**src/hw/rtl/consistent_hash_backend_select_macros.svh**
```systemverilog
// Assertion macros shared by the selector RTL.
`ifndef CONSISTENT_HASH_BACKEND_SELECT_MACROS_SVH
`define CONSISTENT_HASH_BACKEND_SELECT_MACROS_SVH
`ifndef ASSERT_OFF
`define CHBS_ASSERT(lbl, prop) \
  lbl: assert property (@(posedge clk) disable iff (!rst_n) prop) else $error("chbs check");
`define CHBS_ASSERT_RST(lbl, prop) \
  lbl: assert property (@(posedge clk) prop) else $error("chbs reset check");
`else
`define CHBS_ASSERT(lbl, prop)
`define CHBS_ASSERT_RST(lbl, prop)
`endif
`endif

```
**src/hw/rtl/chbs_pkg.sv**
```systemverilog
package chbs_pkg;

  localparam int OPCODE_W  = 2;
  localparam int IP_W      = 32;
  localparam int PORT_W    = 16;
  localparam int RIDX_W    = 12;
  localparam int KEY_W     = 32;
  localparam int INST_W    = 10;
  localparam int CIRC_W    = 2;
  localparam int STATUS_W  = 2;
  localparam int ACTIVE_W  = 32;
  localparam int RSIZE_W   = 13;

  localparam logic [31:0] FMIX_C1 = 32'h85ebca6b;
  localparam logic [31:0] FMIX_C2 = 32'hc2b2ae35;
  localparam logic [CIRC_W-1:0] CIRC_OPEN = 2'd1;

  typedef enum logic [OPCODE_W-1:0] {
    OP_SELECT  = 2'd0,
    OP_RING_WR = 2'd1,
    OP_BE_WR   = 2'd2,
    OP_NOP     = 2'd3
  } op_t;

  typedef enum logic [STATUS_W-1:0] {
    ST_SELECTED   = 2'd0,
    ST_NO_BACKEND = 2'd1,
    ST_RING_EMPTY = 2'd2,
    ST_WRITE_DONE = 2'd3
  } status_t;

  typedef enum logic [3:0] {
    S_CLEAR, S_IDLE, S_RING_WR, S_BE_WR, S_HASH0, S_HASH1, S_HASH2,
    S_SEARCH, S_SCMP, S_PROBE, S_PRING, S_PBE, S_FINISH
  } state_t;

  typedef struct packed {
    logic [KEY_W-1:0]  key;
    logic [INST_W-1:0] owner;
  } ring_word_t;

  typedef struct packed {
    logic [ACTIVE_W-1:0] active;
    logic [IP_W-1:0]     ip;
    logic [PORT_W-1:0]   port;
    logic                healthy;
    logic [CIRC_W-1:0]   circuit;
  } be_word_t;

  typedef struct packed {
    logic    latch_in;
    logic    clr_we;
    logic    ring_we;
    logic    be_we;
    logic    hash0;
    logic    hash1;
    logic    hash2;
    logic    srch_step;
    logic    probe_init;
    logic    probe_next;
    logic    use_slot;
    logic    own_lat;
    logic    sel_hit;
    logic    res_set;
    status_t res_code;
    logic    out_load;
  } cmd_t;

  typedef struct packed {
    logic n_zero;
    logic lo_lt_hi;
    logic owner_ok;
    logic be_ok;
    logic probes_done;
    logic clr_done;
  } stat_t;

endpackage

```
**src/hw/rtl/chbs_ctrl.sv**
```systemverilog
`include "consistent_hash_backend_select_macros.svh"
module chbs_ctrl (
  input  logic                          clk,
  input  logic                          rst_n,
  input  logic                          in_valid,
  input  logic [chbs_pkg::OPCODE_W-1:0] in_opcode,
  output logic                          in_ready,
  input  logic                          out_ready,
  output logic                          out_valid,
  input  chbs_pkg::stat_t               stat,
  output chbs_pkg::cmd_t                cmd
);
  chbs_pkg::state_t state_r, state_nxt;
  logic out_valid_r, out_valid_nxt;

  always_ff @(posedge clk) begin
    if (!rst_n) begin
      state_r     <= chbs_pkg::S_CLEAR;
      out_valid_r <= 1'b0;
    end else begin
      state_r     <= state_nxt;
      out_valid_r <= out_valid_nxt;
    end
  end

  always_comb begin
    state_nxt    = state_r;
    cmd          = '0;
    cmd.res_code = chbs_pkg::ST_WRITE_DONE;
    in_ready     = 1'b0;
    case (state_r)
      chbs_pkg::S_CLEAR: begin
        cmd.clr_we = 1'b1;
        if (stat.clr_done) begin
          state_nxt = chbs_pkg::S_IDLE;
        end
      end
      chbs_pkg::S_IDLE: begin
        in_ready = 1'b1;
        if (in_valid) begin
          cmd.latch_in = 1'b1;
          case (chbs_pkg::op_t'(in_opcode))
            chbs_pkg::OP_SELECT:  state_nxt = chbs_pkg::S_HASH0;
            chbs_pkg::OP_RING_WR: state_nxt = chbs_pkg::S_RING_WR;
            chbs_pkg::OP_BE_WR:   state_nxt = chbs_pkg::S_BE_WR;
            default: begin
              cmd.res_set = 1'b1;
              state_nxt   = chbs_pkg::S_FINISH;
            end
          endcase
        end
      end
      chbs_pkg::S_RING_WR: begin
        cmd.ring_we = 1'b1;
        cmd.res_set = 1'b1;
        state_nxt   = chbs_pkg::S_FINISH;
      end
      chbs_pkg::S_BE_WR: begin
        cmd.be_we   = 1'b1;
        cmd.res_set = 1'b1;
        state_nxt   = chbs_pkg::S_FINISH;
      end
      chbs_pkg::S_HASH0: begin
        if (stat.n_zero) begin
          cmd.res_set  = 1'b1;
          cmd.res_code = chbs_pkg::ST_RING_EMPTY;
          state_nxt    = chbs_pkg::S_FINISH;
        end else begin
          cmd.hash0 = 1'b1;
          state_nxt = chbs_pkg::S_HASH1;
        end
      end
      chbs_pkg::S_HASH1: begin
        cmd.hash1 = 1'b1;
        state_nxt = chbs_pkg::S_HASH2;
      end
      chbs_pkg::S_HASH2: begin
        cmd.hash2 = 1'b1;
        state_nxt = chbs_pkg::S_SEARCH;
      end
      chbs_pkg::S_SEARCH: begin
        if (stat.lo_lt_hi) begin
          state_nxt = chbs_pkg::S_SCMP;
        end else begin
          cmd.probe_init = 1'b1;
          state_nxt      = chbs_pkg::S_PROBE;
        end
      end
      chbs_pkg::S_SCMP: begin
        cmd.srch_step = 1'b1;
        state_nxt     = chbs_pkg::S_SEARCH;
      end
      chbs_pkg::S_PROBE: begin
        cmd.use_slot = 1'b1;
        state_nxt    = chbs_pkg::S_PRING;
      end
      chbs_pkg::S_PRING, chbs_pkg::S_PBE: begin
        cmd.use_slot = 1'b1;
        cmd.own_lat  = (state_r == chbs_pkg::S_PRING);
        if (state_r == chbs_pkg::S_PRING && stat.owner_ok) begin
          state_nxt = chbs_pkg::S_PBE;
        end else if (state_r == chbs_pkg::S_PBE && stat.be_ok) begin
          cmd.sel_hit  = 1'b1;
          cmd.res_set  = 1'b1;
          cmd.res_code = chbs_pkg::ST_SELECTED;
          state_nxt    = chbs_pkg::S_FINISH;
        end else if (stat.probes_done) begin
          cmd.res_set  = 1'b1;
          cmd.res_code = chbs_pkg::ST_NO_BACKEND;
          state_nxt    = chbs_pkg::S_FINISH;
        end else begin
          cmd.probe_next = 1'b1;
          state_nxt      = chbs_pkg::S_PROBE;
        end
      end
      chbs_pkg::S_FINISH: begin
        if (!out_valid_r || out_ready) begin
          cmd.out_load = 1'b1;
          state_nxt    = chbs_pkg::S_IDLE;
        end
      end
      default: state_nxt = chbs_pkg::S_IDLE;
    endcase
  end

  always_comb begin
    out_valid_nxt = out_valid_r;
    if (cmd.out_load) begin
      out_valid_nxt = 1'b1;
    end else if (out_ready) begin
      out_valid_nxt = 1'b0;
    end
  end

  assign out_valid = out_valid_r;

  `CHBS_ASSERT_RST(a_reset_clears, !rst_n |=> state_r == chbs_pkg::S_CLEAR && !out_valid_r)
  `CHBS_ASSERT(a_no_accept_in_clear, state_r == chbs_pkg::S_CLEAR |-> !in_ready)
  `CHBS_ASSERT(a_load_sets_valid, cmd.out_load |=> out_valid_r && state_r == chbs_pkg::S_IDLE)
  `CHBS_ASSERT(a_no_overwrite, cmd.out_load |-> !out_valid_r || out_ready)
endmodule

```
**config.mk**
```make
export PLATFORM = sky130hd
export DESIGN_NAME = chbs_ctrl
export DESIGN_NICKNAME = d
export VERILOG_FILES = /design/src/hw/rtl/chbs_pkg.sv /design/src/hw/rtl/chbs_ctrl.sv
export VERILOG_INCLUDE_DIRS = /design/src /design/src/hw/rtl
export SDC_FILE = /design/constraint.sdc
export NUM_CORES = 1
export LEC_CHECK = 0
export BUFFER_PORTS_ARGS = -buffer_cell sky130_fd_sc_hd__buf_2
export CORE_MARGIN = 2
export CORE_UTILIZATION = 44
export CTS_BUF_LIST = sky130_fd_sc_hd__clkbuf_16
export DETAILED_ROUTE_END_ITERATION = 12
export PLACE_DENSITY = 0.78
export SETUP_SLACK_MARGIN = 0.5
export SLEW_MARGIN = 10
export SYNTH_ARGS = -nofsm -noshare
export SYNTH_HDL_FRONTEND = slang
export SYNTH_SLANG_ARGS = --single-unit
```
**constraint.sdc**
```tcl
create_clock -name clk -period 1.5 [get_ports clk]
set_clock_uncertainty 0.05 [all_clocks]
set_input_delay 0.15 -clock clk [delete_from_list [all_inputs] [get_ports clk]]
set_output_delay 0.15 -clock clk [all_outputs]
set_load 0.01 [all_outputs]
```
==> results of run 1 <==
[cells by family after synthesis]
logic type,after synthesis
AO/OA/AOI/OAI,26
adder cells (fa/ha/maj),2
buffers and inverters,11
flip-flops,5
multiplexers,1
AND/OR/NAND/NOR,42
[per-stage QoR]
stage | instance area (um2) | setup slack (ps) | hold WS [ps] | cells
after floorplan | 744 | 203 | 217 | 87
after global placement | 926 | 114 | 364 | 131
after detailed placement | 926 | 76.2 | 369 | 131
==> impl_metrics.py, run 1 <==
metrics = {
    "logic_synthesis": {
        "ys_top_cells_by_area": "dfxtp_1 16%, nor2_1 9.3%, nand2b_1 6.2%",
        "ys_async_sr_fraction_pct": 0,
        "yosysTopAreaCellShare_pct": 16.5,
        "yosysMostFrequentCell": "nor2_1",
        "syn_area_um2": 607,
        "synth_xor_area_share_pct": 0,
        "synthCells": 87,
        "ys_top_cells_by_count": "15 x nor2_1, 6 x nand2b_1, 6 x nor2b_1",
        "synth_top_flop_cell": "dfxtp_1",
        "yosysTopAreaCell": "dfxtp_1",
        "syn_nets": 101,
        "yosys_warnings": 0,
        "ys_types": 36,
        "ys_ff_latch": 5,
        "yosysSeqAreaShare_pct": 16.5,
        "synth_edf_count": 0,
        "synthMuxAreaShare_pct": 1.65,
        "synth_compound_gate_area_share_pct": 33.0,
        "synth_simple_gate_area_share_pct": 34.6,
        "synth_fa_ha_area_share_pct": 4.12,
        "synth_area_per_cell_um2": 6.98,
        "synth_top_family_by_area": "simple AND/OR/NAND/NOR gates",
    },
    "die": {
        "die_width_um": 41.1,
        "fp-row-count": 13,
        "die_h_um": 41.1,
        "num_io_pins": 31,
        "initial_core_util_pct": 46.6,
    },
    "place": {
        "portBuffers": 30,
        "hpwl_um": 1490,
        "gp_congestion": 0.815,
    },
    "clock_network": {
        "post_cts_resized": 23,
        "cts-htree-levels": 1,
        "post_cts_buffers": 21,
        "clock_path_buffers": 2,
        "cts_hold_buffers": 0,
        "cts_made_buffers": 3,
        "root_buffer": "clkbuf_16",
        "cts.sinks": 5,
    },
    "outcome": {
        "lastStage": "clock tree synthesis",
        "status": "stopped before the end",
        "firstError": "[ERROR DPL-0033] detailed placement checks failed during check placement.",
    },
}
==> inputs of run 2 (changes only) <==
--- a/config.mk
+++ b/config.mk
@@ -7,12 +7,10 @@
 export NUM_CORES = 1
 export LEC_CHECK = 0
 export BUFFER_PORTS_ARGS = -buffer_cell sky130_fd_sc_hd__buf_2
-export CORE_MARGIN = 2
-export CORE_UTILIZATION = 44
-export CTS_BUF_LIST = sky130_fd_sc_hd__clkbuf_16
+export CORE_AREA = 2 2 63 65
 export DETAILED_ROUTE_END_ITERATION = 12
-export PLACE_DENSITY = 0.78
-export SETUP_SLACK_MARGIN = 0.5
+export DIE_AREA = 0 0 65 67
+export PLACE_DENSITY_LB_ADDON = 0.15
 export SLEW_MARGIN = 10
 export SYNTH_ARGS = -nofsm -noshare
 export SYNTH_HDL_FRONTEND = slang
==> impl_metrics.py, run 2 <==
metrics = {
    "sta": {
        "holdWs_ps": 147,
        "tightest_slew_ps": 276,
        "fin_ws_ps": -44.8,
        "fin_crit_ps": 1540,
        "post-route-period-util_pct": 103,
        "finalMaxSlewViolations": 0,
        "maxSlewHeadroom_pct": 81.4,
        "finalHoldViolCount": 0,
        "rsz0062_at_grt": "yes",
        "setup_viol": 3,
        "max_freq_ghz": 0.647,
    },
    "critical_path": {
        "cp_max_fo": 6,
        "crit_type": "reg2out",
        "cp_data_required_time_ps": 1300,
        "worstSetupStartpointType": "register",
        "startpoint": "state_r[0]$_SDFFE_PN0P_",
        "regToRegEndpoint": "state_r[2]$_SDFFE_PN0P_",
        "reg2reg_depth": 7,
        "worstPathArrival_ps": 1340,
        "endpoint_kind": "output port",
        "regToRegSetupSlack_ps": -10,
        "r2r-start": "state_r[0]$_SDFFE_PN0P_",
    },
    "power": {
        "switching_share_pct": 28.9,
        "leakagePower_nw": 0.485,
        "power_frac_clock_pct": 41.4,
        "internal-power_mw": 0.422,
        "p_sw_mw": 0.172,
        "vdd_drop_max_mv": 0.407,
        "power.density_mw_per_mm2": 543,
        "power_frac_seq_pct": 24.4,
        "pwr-share-comb_pct": 34.2,
    },
    "logic_synthesis": {
        "syn_area_um2": 607,
        "synth_edf_count": 0,
        "ys_top_cells_by_count": "15 x nor2_1, 6 x nand2b_1, 6 x nor2b_1",
        "yosysTopAreaCellShare_pct": 16.5,
        "synth_area_per_cell_um2": 6.98,
        "synth_top_flop_cell": "dfxtp_1",
        "ys_async_sr_fraction_pct": 0,
        "yosys_warnings": 0,
        "yosysTopAreaCell": "dfxtp_1",
        "ys_top_cells_by_area": "dfxtp_1 16%, nor2_1 9.3%, nand2b_1 6.2%",
        "ys_types": 36,
        "yosysSeqAreaShare_pct": 16.5,
        "ys_ff_latch": 5,
        "yosysMostFrequentCell": "nor2_1",
        "syn_nets": 101,
        "synthCells": 87,
    },
    "clock_network": {
        "cts_tree": "built",
        "clock_path_buffers": 2,
        "cts_hold_buffers": 0,
        "clk_pin_slew_ps": 30,
        "cts-htree-levels": 1,
        "cts.sinks": 5,
        "clock_latency_ps": 220,
        "root_buffer": "clkbuf_8",
        "cts_made_buffers": 3,
    },
    "routing": {
        "vias": 772,
        "viasPerCell": 4.27,
        "routedWlPerCell_um": 12.1,
        "drt_wl_total_um": 2200,
        "ant_nets": 0,
        "drt_pass1_iterations": 4,
        "drc": 0,
        "first_iter_violations": 24,
    },
    "cells_and_area": {
        "largest_reg_flops": 4,
        "drive_gt1_share_pct": 57.1,
        "largest-register": "state_r",
        "stdcell_count": 181,
        "layout_commonest_cell": "buf_2",
        "layout_common_cells": "29 x buf_2, 15 x buf_4, 12 x nor2_1",
        "area.growth.synth_to_final_pct": 80.4,
        "fillers": 405,
        "stdcell_area_mm2": 0.00109,
        "fin_nets": 148,
        "antennaDiodeCount": 0,
        "fin_util_pct": 30.4,
    },
    "global_route": {
        "first_global_vias": 778,
        "grt_antenna_before_repair": 0,
        "grt_pass1_wl_um": 3680,
        "grt_usage_pct": 10.9,
        "grt_max_degree": 12,
        "grt-ovfl-total": 0,
    },
    "flow_run": {
        "drv_cap": 0,
    },
    "place": {
        "portBuffers": 30,
        "dp_slack_ps": 38.0,
        "gp_congestion": 0.789,
        "hpwl_um": 1740,
        "post-place-cells": 170,
        "place_area_um2": 866,
    },
    "die": {
        "die_area_mm2": 0.00436,
        "fp-row-count": 22,
        "initial_core_util_pct": 16.8,
        "coreArea_mm2": 0.00361,
        "die_width_um": 65,
        "die_h_um": 67,
        "num_io_pins": 31,
    },
    "outcome": {
        "violations": "setup timing",
        "status": "finished, violations left",
    },
    "min_path": {
        "holdPathEnd": "state_r[2]$_SDFFE_PN0P_",
        "worst_hold_path_type": "in2reg",
        "holdCritStartpoint": "rst_n",
        "hold_depth": 2,
    },
}
==> run 2: cell counts after synthesis <==
No cell type changed its count.
==> run 2: cell type report <==
cell class,count,area [um2],share of cell area [%]
Clock buffer,4,45.0,4.11
Inverter,3,11.3,1.03
Multi-Input combinational cell,71,541,49.4
Sequential cell,5,113,10.3
Tap cell,48,60.1,5.49
Timing Repair Buffer,50,325,29.7
==> run 2: worst max-delay path by stage <==
stage	endpoint	slack [ps]	cells past startpoint
6_report	cmd[3]	-40	5
5_1_grt	cmd[3]	-100	5
4_1_cts	cmd[2]	-40	5
3_5_place_dp	state_r[0]$_SDFFE_PN0P_	40	5
3_3_place_gp	state_r[3]$_SDFFE_PN0P_	-40	4
2_1_floorplan	cmd[7]	50	4
==> run 2: per-layer routing <==
metal	wire length [um]	share of wire, %	up-vias	track usage [%]
met4	24	1.1	0	4.26
met1	1020	46	342	13.0
met5	0	0	-	0
li1	-	-	402	-
met2	1000	46	26	19.1
met3	150	6.8	2	2.03
==> run 2: worst max-delay path: stages, from the launching register on <==
cell and delay (ps):
dfxtp_4 350, buf_6 130, o21a_1 110, o211ai_1 240
o211ai_1 140, buf_2 160
==> run 2: power groups by stage <==
stage	clock network, mW	registers, mW	logic (mW)
after CTS	0.253	0.147	0.179
final	0.246	0.145	0.203
after global placement	0	0.146	0.168
after global routing	0.258	0.146	0.221
after floorplan	0	0.142	0.0984
after detailed placement	0	0.147	0.166
==> run 2: what timing repair did <==
item / in CTS / in global routing
endpoints found under the setup margin: 10 / 13
pin swaps: 4 / 4
buffers inserted: 3 / 4
endpoints found under the hold margin: 0 / 0
gates resized for setup: 14 / 19
==> run 2: kinds of logic after synthesis <==
family,share of synthesized area (%)
compound gates,33.0
fa+ha+maj,4.12
buf+inv,10.1
flops,16.5
mux,1.65
simple gates,34.6
==> run 2: stage by stage <==
step	TNS (ps)	power, mW
2_1_floorplan	0	0.240
3_3_place_gp	-43.2	0.315
3_5_place_dp	0	0.313
4_1_cts	-81.8	0.579
5_1_grt	-351	0.626
6_report	-74.6	0.594
No activity file was read; power rests on OpenSTA's default activity.
